## config.mk

```make
export PLATFORM = sky130hd
export DESIGN_NAME = lru_key_value_cache
export DESIGN_NICKNAME = d
export VERILOG_FILES = /design/src/rtl/lkvc_pkg.sv /design/src/rtl/lkvc_cell.sv /design/src/rtl/lru_key_value_cache.sv
export SDC_FILE = /design/constraint.sdc
export NUM_CORES = 2
export LEC_CHECK = 0
export BUFFER_PORTS_ARGS = -buffer_cell sky130_fd_sc_hd__buf_2
export CORE_ASPECT_RATIO = 2
export CORE_UTILIZATION = 53
export DETAILED_ROUTE_END_ITERATION = 8
export PLACE_DENSITY_LB_ADDON = 0.05
export SLEW_MARGIN = 0
export SYNTH_ARGS = -nofsm -noshare
export SYNTH_HDL_FRONTEND = slang
export SYNTH_SLANG_ARGS = --single-unit
```

## constraint.sdc

```tcl
create_clock -name clk -period 13.7 [get_ports clk]
set_input_delay 1.37 -clock clk [delete_from_list [all_inputs] [get_ports clk]]
set_output_delay 1.37 -clock clk [all_outputs]
set_load 0.05 [all_outputs]
```

## src/rtl/lkvc_pkg.sv

```systemverilog
package lkvc_pkg;

	localparam int KEY_W = 32;
	localparam int DATA_W = 32;
	localparam int CAP_W = 5;
	localparam logic [CAP_W-1:0] CAP_RESET = 5'd16;
	localparam logic [DATA_W-1:0] MISS_VALUE = '1;
	localparam logic [DATA_W-1:0] SET_VALUE = '0;

	// request kinds carried on s_tuser
	localparam logic OP_GET = 1'b0;
	localparam logic OP_SET = 1'b1;

	typedef struct packed {
		logic [KEY_W-1:0]  key;
		logic [DATA_W-1:0] data;
	} entry_t;

	// per-cell control from the top level
	typedef struct packed {
		logic valid;  // cell lies inside the occupied prefix
		logic shift;  // take the neighbor's entry this cycle
	} cell_ctl_t;

	typedef enum logic {
		ST_IDLE,
		ST_LOOKUP
	} state_t;

endpackage

```

## src/rtl/lkvc_cell.sv

```systemverilog
module lkvc_cell (
	input  logic                         clk,
	input  lkvc_pkg::cell_ctl_t          ctl,
	input  logic [lkvc_pkg::KEY_W-1:0]   cmp_key,
	input  lkvc_pkg::entry_t             prev,
	output lkvc_pkg::entry_t             cur,
	output logic                         match
);

	lkvc_pkg::entry_t entry_q;

	always_ff @(posedge clk) begin
		if (ctl.shift) begin
			entry_q <= prev;
		end
	end

	assign cur = entry_q;
	assign match = ctl.valid && (entry_q.key == cmp_key);

endmodule

```

## src/rtl/lru_key_value_cache.sv

```systemverilog
// Fully associative key/value cache with least-recently-used replacement.
// Entries sit in a row of cells ordered by recency: cell 0 holds the most
// recent entry and the occupied cells always form a prefix of the row, so
// the least recent entry is simply the last occupied cell. A request is a
// get (s_tuser low) or a set (s_tuser high) with key and value on s_tdata.
// Each request is registered first; then, in the lookup state, all
// cells compare the key in parallel and the row shifts by one place to
// bring the hit (or the new entry) to the front. The result sits in an
// output register, so a new request is taken while it waits on m_tready;
// the lookup stage only stalls when that register is still full.
// Writing cfg_wdata (capacity, 0 acts as 1, above ENTRIES acts as ENTRIES)
// empties the cache at once; write it only while no request is in flight.
module lru_key_value_cache #(
	parameter int ENTRIES = 16
) (
	input  logic        clk,
	input  logic        arst_n,
	// capacity register
	input  logic        cfg_we,
	input  logic [4:0]  cfg_wdata,
	// request channel
	input  logic        s_tvalid,
	output logic        s_tready,
	input  logic [63:0] s_tdata,   // lookup_key [31:0], store_value [63:32]
	input  logic        s_tuser,   // operation: 0 get, 1 set
	// result channel
	output logic        m_tvalid,
	input  logic        m_tready,
	output logic [31:0] m_tdata,   // read_value [31:0]
	output logic [1:0]  m_tuser    // found [0], evicted [1]
);

	localparam int IDXW = (ENTRIES > 1) ? $clog2(ENTRIES) : 1;
	localparam int CNTW = $clog2(ENTRIES + 1);
	localparam int CMPW = (CNTW > lkvc_pkg::CAP_W) ? CNTW : lkvc_pkg::CAP_W;
	localparam int KW = lkvc_pkg::KEY_W;
	localparam int DW = lkvc_pkg::DATA_W;

	lkvc_pkg::state_t state_q, state_d;

	// registered request
	logic          op_q;
	logic [KW-1:0] key_q;
	logic [DW-1:0] val_q;

	logic [lkvc_pkg::CAP_W-1:0] cap_q;
	logic [CNTW-1:0]            count_q;

	// result register
	logic          out_valid_q;
	logic [DW-1:0] out_data_q;
	logic          out_found_q;
	logic          out_evict_q;

	// lookup stage
	logic                 out_free;
	logic                 lookup_go;
	logic                 accept;
	logic [ENTRIES-1:0]   match;
	logic                 hit;
	logic [IDXW-1:0]      hit_idx;
	logic [DW-1:0]        hit_data;
	logic [CMPW-1:0]      cap_ext;
	logic [CMPW-1:0]      eff_cap;
	logic                 full;
	logic                 insert;
	logic                 do_update;

	lkvc_pkg::entry_t     cell_out [ENTRIES];
	lkvc_pkg::entry_t     cell_in  [ENTRIES];
	lkvc_pkg::cell_ctl_t  cell_ctl [ENTRIES];
	lkvc_pkg::entry_t     front;

	// fsm: next state
	always_comb begin
		state_d = state_q;
		case (state_q)
			lkvc_pkg::ST_IDLE: begin
				if (s_tvalid) begin
					state_d = lkvc_pkg::ST_LOOKUP;
				end
			end
			lkvc_pkg::ST_LOOKUP: begin
				if (out_free) begin
					state_d = lkvc_pkg::ST_IDLE;
				end
			end
			default: state_d = lkvc_pkg::ST_IDLE;
		endcase
	end

	// fsm: outputs
	always_comb begin
		s_tready = 1'b0;
		lookup_go = 1'b0;
		case (state_q)
			lkvc_pkg::ST_IDLE:   s_tready = 1'b1;
			lkvc_pkg::ST_LOOKUP: lookup_go = out_free;
			default: begin
				s_tready = 1'b0;
				lookup_go = 1'b0;
			end
		endcase
	end

	assign out_free = !out_valid_q || m_tready;
	assign accept = s_tvalid && s_tready;

	always_ff @(posedge clk or negedge arst_n) begin
		if (!arst_n) begin
			state_q <= lkvc_pkg::ST_IDLE;
		end else begin
			state_q <= state_d;
		end
	end

	// request capture
	always_ff @(posedge clk) begin
		if (accept) begin
			op_q  <= s_tuser;
			key_q <= s_tdata[KW-1:0];
			val_q <= s_tdata[KW+DW-1:KW];
		end
	end

	// hit index and data, the match vector is one-hot or empty
	always_comb begin
		hit_idx = '0;
		hit_data = '0;
		for (int i = 0; i < ENTRIES; i++) begin
			if (match[i]) begin
				hit_idx = hit_idx | IDXW'(i);
				hit_data = hit_data | cell_out[i].data;
			end
		end
	end

	assign hit = |match;

	// effective capacity clamped to 1 .. ENTRIES
	assign cap_ext = CMPW'(cap_q);
	always_comb begin
		if (cap_ext == '0) begin
			eff_cap = CMPW'(1);
		end else if (cap_ext > CMPW'(ENTRIES)) begin
			eff_cap = CMPW'(ENTRIES);
		end else begin
			eff_cap = cap_ext;
		end
	end

	assign full = CMPW'(count_q) >= eff_cap;
	assign insert = lookup_go && (op_q == lkvc_pkg::OP_SET) && !hit;
	assign do_update = lookup_go && (hit || (op_q == lkvc_pkg::OP_SET));

	// entry that lands in the front cell
	assign front.key = key_q;
	assign front.data = (op_q == lkvc_pkg::OP_SET) ? val_q : hit_data;

	// row of cells, each shifts in its neighbor one place nearer the front
	for (genvar g = 0; g < ENTRIES; g++) begin : g_cell
		if (g == 0) begin : g_head
			assign cell_in[g] = front;
		end else begin : g_body
			assign cell_in[g] = cell_out[g-1];
		end

		assign cell_ctl[g].valid = CNTW'(g) < count_q;
		// on an insert the whole row moves; on a hit only up to the hit cell
		assign cell_ctl[g].shift = insert || (do_update && hit && (IDXW'(g) <= hit_idx));

		lkvc_cell u_cell (
			.clk     (clk),
			.ctl     (cell_ctl[g]),
			.cmp_key (key_q),
			.prev    (cell_in[g]),
			.cur     (cell_out[g]),
			.match   (match[g])
		);
	end

	// capacity and fill count
	always_ff @(posedge clk or negedge arst_n) begin
		if (!arst_n) begin
			cap_q <= lkvc_pkg::CAP_RESET;
			count_q <= '0;
		end else if (cfg_we) begin
			cap_q <= cfg_wdata;
			count_q <= '0;
		end else if (insert && !full) begin
			count_q <= count_q + CNTW'(1);
		end
	end

	// result register
	always_ff @(posedge clk or negedge arst_n) begin
		if (!arst_n) begin
			out_valid_q <= 1'b0;
		end else if (lookup_go) begin
			out_valid_q <= 1'b1;
		end else if (m_tready) begin
			out_valid_q <= 1'b0;
		end
	end

	always_ff @(posedge clk) begin
		if (lookup_go) begin
			out_found_q <= hit;
			out_evict_q <= insert && full;
			if (op_q == lkvc_pkg::OP_SET) begin
				out_data_q <= lkvc_pkg::SET_VALUE;
			end else if (hit) begin
				out_data_q <= hit_data;
			end else begin
				out_data_q <= lkvc_pkg::MISS_VALUE;
			end
		end
	end

	assign m_tvalid = out_valid_q;
	assign m_tdata = out_data_q;
	assign m_tuser = {out_evict_q, out_found_q};

endmodule

```

* Yosys cells after proc, flatten, opt, wreduce, memory -nomap -nowiden
Index checks and enable logic that the tools add are counted.
** Storage, ports and cells
- Bits in registers :: 1135
- Input port bits :: 75
- Output and inout bits :: 36
- Word-level logic and storage cells :: 217
** Cells by class
- Add/subtract/negate cells :: 1
- Order comparisons :: 34
- Eq/ne operators :: 16
- Muxes and demuxes :: 44
- Bitwise gates (word level) :: 16
- Reduce and logical (&&, ||, !) cells :: 64
** Operator list (count)
- $mux W32 :: 18
- $eq A32 B32 Y1 :: 16
- $or A32 B32 Y32 :: 15
- $lt A4 B5 Y1 const A :: 8
- $logic_and A1 B1 Y1 :: 39
- $le A4 B4 Y1 const A :: 8
- $mux W4 :: 8
- $lt A3 B5 Y1 const A :: 4
- $mux W5 :: 4
- $logic_or A1 B1 Y1 :: 18
- $le A3 B4 Y1 const A :: 4
- $reduce_or A16 Y1 :: 1
- $mux W3 :: 4
- $lt A1 B5 Y1 const A :: 2
- $lt A2 B5 Y1 const A :: 2
- $le A1 B4 Y1 const A :: 2
- $le A2 B4 Y1 const A :: 2
- $mux W1 :: 7
- $add A5 B1 Y5 const B :: 1
- $ge A5 B5 Y1 :: 1
- $gt A5 B5 Y1 const B :: 1
- $logic_not A5 Y1 :: 1
- $mux W2 :: 2
- $reduce_bool A2 Y1 :: 2
- other kinds (3) :: 5

* Logic depth before layout (Yosys ltp)
- Word-level depth :: 34
- Depth in mapped cells :: 13
- Mapped depth without buffers :: 12

* By module
From an unflattened synthesis, not the netlist that was laid out.
** Second synthesis, totals
- Cells, all modules :: 2496
- Area total of the unflattened synthesis :: 43929.6 µm²
** Modules (own cells, without submodules)
- lkvc_cell :: times used 16, cells each 108, area an instance 2277.2 µm², sequential area each 1921.8 µm²
- lru_key_value_cache :: times used 1, cells each 768, area an instance 7494.7 µm², sequential area each 3274.4 µm²

* Worst setup path after synthesis
Ideal clock, no wire load.
- Path type :: input-to-reg
- Start :: input port m_tready
- End :: register g_cell[1].u_cell.entry_q, in the netlist g_cell[1].u_cell.cur[0] (enable)
- Arrival :: 5760 ps
- Slack :: 7433 ps
- Cell stages on the path :: 5
- Path buffers :: 0
- Path through :: nand2b_1 -> nand2_1 -> inv_1 -> o21ai_2 -> a21oi_1
** RTL lines
- start: declaration :: line lru_key_value_cache.sv:28 : input logic m_tready,
- end signal: assignment :: line lkvc_cell.sv:14 : entry_q <= prev;
- end: declaration :: line lkvc_cell.sv:10 : lkvc_pkg::entry_t entry_q;

==> run_results.csv <==
group,metric,value,unit
layout,regArea,34000,µm²
timing,finalClockSkew,32.5,ps
timing,hold_violations,0,
drt,drt-pass1-iter-count,7,
logic_synthesis,synth-edff-count,1123,
worst_setup_path,critPathSlowestCell,"xnor2_1",
worst_setup_path,critPathMaxStageDelay,1240,ps
logic_synthesis,synth_common_cells,"1123 x edfxtp_1, 313 x xor2_1, 199 x xnor2_1",
drt,antenna_left,0,
logic_synthesis,yosysTopAreaCellShare,0.733,
cts,post_cts_buffers,0,
logic_synthesis,synthFlopType,"edfxtp_1",
worst_setup_path,worst_ep_arrival_time,8170,ps
power_and_ir_drop,switchingPower,3.59,mW
logic_synthesis,synthArstFlopShare,0.0106,
logic_synthesis,synth_cells,2785,
worst_setup_path,reg2reg_to,"g_cell[4].u_cell.cur[23]",
drt,routed_wl,180,mm
cts,clkTransAtPathRegs,70,ps
logic_synthesis,synth-simple-area-share,0.0778,
cts,root_buffer,"clkbuf_16",
cts,cts.sink_count,1135,
cts,cts_hold_buf,0,
layout,drive_gt1_frac,0.140,
placement,portBuffers,110,
global_route,grt-ovfl-total,0,
power_and_ir_drop,vdd.ir_drop.worst,0.204,mV
layout,final_nets,3018,
cts,cts_tree,"yes",
logic_synthesis,synth_xor_area_frac,0.0975,
logic_synthesis,yosysSeqAreaShare,0.740,
drt,first_iter_violations,3111,
logic_synthesis,synth_top_family_by_area,"XOR/XNOR gates",
logic_synthesis,yosysWarningCount,0,
worst_setup_path,crit_start,"key_q[0]",
drt,vias,27900,
floorplan,std_cell_rows,152,
layout,stdcell_area,51200,µm²
cts,clockBufferDepth,3,
layout,final_core_util,0.597,
worst_setup_path,reg2reg_depth,12,
timing,rsz0062_at_grt,"false",
logic_synthesis,synthMuxAreaShare,0.00495,
outcome,violations,"max-capacitance violations, max-slew violations",
layout,fill_cells,6560,
logic_synthesis,avgSynthCellArea,16.5,µm²
timing,maxSlewHeadroom,-0.0412,
layout,multi_input_area,11200,µm²
worst_setup_path,required,14050,ps
logic_synthesis,syn_nets,2866,
floorplan,coreArea,85800,µm²
power_and_ir_drop,pwr-share-seq,0.505,
floorplan,pin_count,111,
worst_setup_path,worst-path-buf-inv,4,
logic_synthesis,ys_ff_latch,1135,
power_and_ir_drop,comb_power_share,0.212,
drt,drc,0,
power_and_ir_drop,p_per_area,205,nW/µm²
timing,worst_pin_slew,1560,ps
timing,drv_slew,13,
placement,place_ws,6720,ps
placement,dpl.cell_count,3992,
worst_setup_path,r2r_slack,5880,ps
job,maxCapViolations,6,
worst_setup_path,critPathMaxFanout,34,
worst_setup_path,cp_common_cell,"buf_4",
floorplan,die_w,210,µm
floorplan,die_height,419,µm
global_route,grt_pass1_vias,28000,
logic_synthesis,synth_area,46000,µm²
power_and_ir_drop,leakagePower,17.0,nW
logic_synthesis,synth_top_cells_by_area,"edfxtp_1 73%, xor2_1 6.0%, xnor2_1 3.8%",
worst_setup_path,crit_type,"flip-flop to flip-flop",
floorplan,fp.dieArea,88000,µm²
drt,wl_per_cell,43.1,µm
placement,gp_congestion,1.05,
logic_synthesis,yosysMostFrequentCell,"edfxtp_1",
layout,final_cell_count_no_fill,4180,
worst_setup_path,crit_path_end,"g_cell[4].u_cell.cur[23]",
logic_synthesis,synth_top_area_cell,"edfxtp_1",
logic_synthesis,synth_fa_ha_area_frac,0.00163,
cts,cts_buffers,96,
logic_synthesis,synth_compound_gate_area_share,0.0548,
layout,area_growth,11.3,%
worst_setup_path,crit_path_start_kind,"flip-flop",
cts,cts_resized,0,
worst_setup_path,cp_cell_sequence,"buf_4 > xnor2_1 > nand4_1 > or4_1 > nor3_4 > buf_4 > nor4_1 > and4_1 > inv_2 > o21ai_2 > nor2_4 > buf_4",
timing,finalCritPeriodShare,0.571,
hold_path,hold_path.class,"flip-flop to flip-flop",
worst_setup_path,r2r_start,"key_q[0]",
outcome,status,"complete, but fails checks",
placement,dp_hpwl,120,mm
global_route,grt_max_degree,51,
placement,place_area,47800,µm²
logic_synthesis,ys_types,67,
cts,clk_latency,740,ps
worst_setup_path,cp.depth,12,
timing,max_freq,0.128,GHz
floorplan,start_util,0.536,
timing,setup_viol,0,
timing,setup_ws,5880,ps
global_route,grtUsageTotal,0.421,
worst_setup_path,cpLargestDelayFamily,"simple AND/OR/NAND/NOR gates",
timing,tns,0,ps
cts,cts_max_level,3,
power_and_ir_drop,switching_share,0.343,
power_and_ir_drop,p_int,6.88,mW
drt,viasPerCell,6.69,
worst_setup_path,endpoint_kind,"flip-flop",
timing,fin_crit,7820,ps
global_route,grt_antenna_before_repair,13,
power_and_ir_drop,p_clk_frac,0.283,
global_route,grt_pass1_wl,241,mm
==> layout make-up <==
type / count / area share
antenna: 7 / 0.000342
clock inverter: 60 / 0.0146
clock buffer: 119 / 0.0498
multi-input combinational: 1501 / 0.219
tap: 1155 / 0.0282
sequential: 1135 / 0.664
inverter: 9 / 0.000684
timing repair buffer: 194 / 0.0233
==> placed cells by master (no fill, tap or decap), types with 28 or more instances in the layout <==
cell and count:
edfxtp_1 1123, xor2_1 306, xnor2_1 196, a22oi_1 193, nand2_1 146, nor4_1 131
buf_2 110, clkbuf_16 99, nand4_1 93, buf_4 82, nor2_1 63, a21oi_1 47
nor3_1 32, a22o_1 32, a221oi_1 28
==> per-layer routing <==
metal | vias up | GRT usage | routed length, µm
met2 | 1875 | 0.697 | 89300
met4 | 11 | 0.433 | 23000
met3 | 676 | 0.154 | 18500
met5 | - | 0.0153 | 141
met1 | 14200 | 0.380 | 49300
li1 | 11100 | - | -
==> stage by stage <==
| step | hold slack (ps) | power, mW |
|---|---|---|
| after floorplan | 421 | 6.24 |
| after global placement | 431 | 7.33 |
| after detailed placement | 435 | 7.36 |
| after CTS | 446 | 10.3 |
| after global routing | 448 | 10.6 |
| final | 443 | 10.5 |
==> sequential cells by signal, indices dropped and copies added, names as in the netlist <==
name and flops:
count_q 5, key_q 32, cap_ext 5, out_found_q 1, m_tdata 32, state_q 1
op_q 1, val_q 32, m_tvalid 1, g_cell.u_cell.cur 1024, out_evict_q 1
==> how the worst min path moves through the flow <==
stage	startpoint	end	cells after the start	slack, ps
global route	g_cell[1].u_cell.cur[10]	g_cell[2].u_cell.cur[10]	0	450
floorplan	key_q[13]	g_cell[0].u_cell.cur[45]	0	420
CTS	g_cell[13].u_cell.cur[17]	g_cell[14].u_cell.cur[17]	0	450
detailed placement	g_cell[4].u_cell.cur[28]	g_cell[5].u_cell.cur[28]	0	430
finish	g_cell[11].u_cell.cur[8]	g_cell[12].u_cell.cur[8]	0	440
global placement	g_cell[1].u_cell.cur[30]	g_cell[2].u_cell.cur[30]	0	430
==> power by group through the flow <==
stage	clock network (mW)	logic, mW	registers, mW
6_report	2.97	2.22	5.29
4_1_cts	2.97	2.03	5.27
5_1_grt	3.09	2.21	5.33
2_1_floorplan	0	0.955	5.29
3_5_place_dp	0	2.02	5.33
3_3_place_gp	0	2.02	5.31
==> cell families after synthesis <==
group	Yosys count
AO/OA/AOI/OAI	342
XOR/XNOR	512
adder cells (fa/ha/maj)	6
buffers and inverters	149
flip-flops	1135
multiplexers	20
AND/OR/NAND/NOR	621
==> worst register-to-register path: cells and delay by family, from the launching register on <==
family / cells / cell delay [ps]
compound gates: 1 / 260
xor+xnor: 1 / 1250
buf+inv: 4 / 2130
flops: 1 / 370
simple gates: 6 / 3400
No activity file was read; power rests on OpenSTA's default activity.
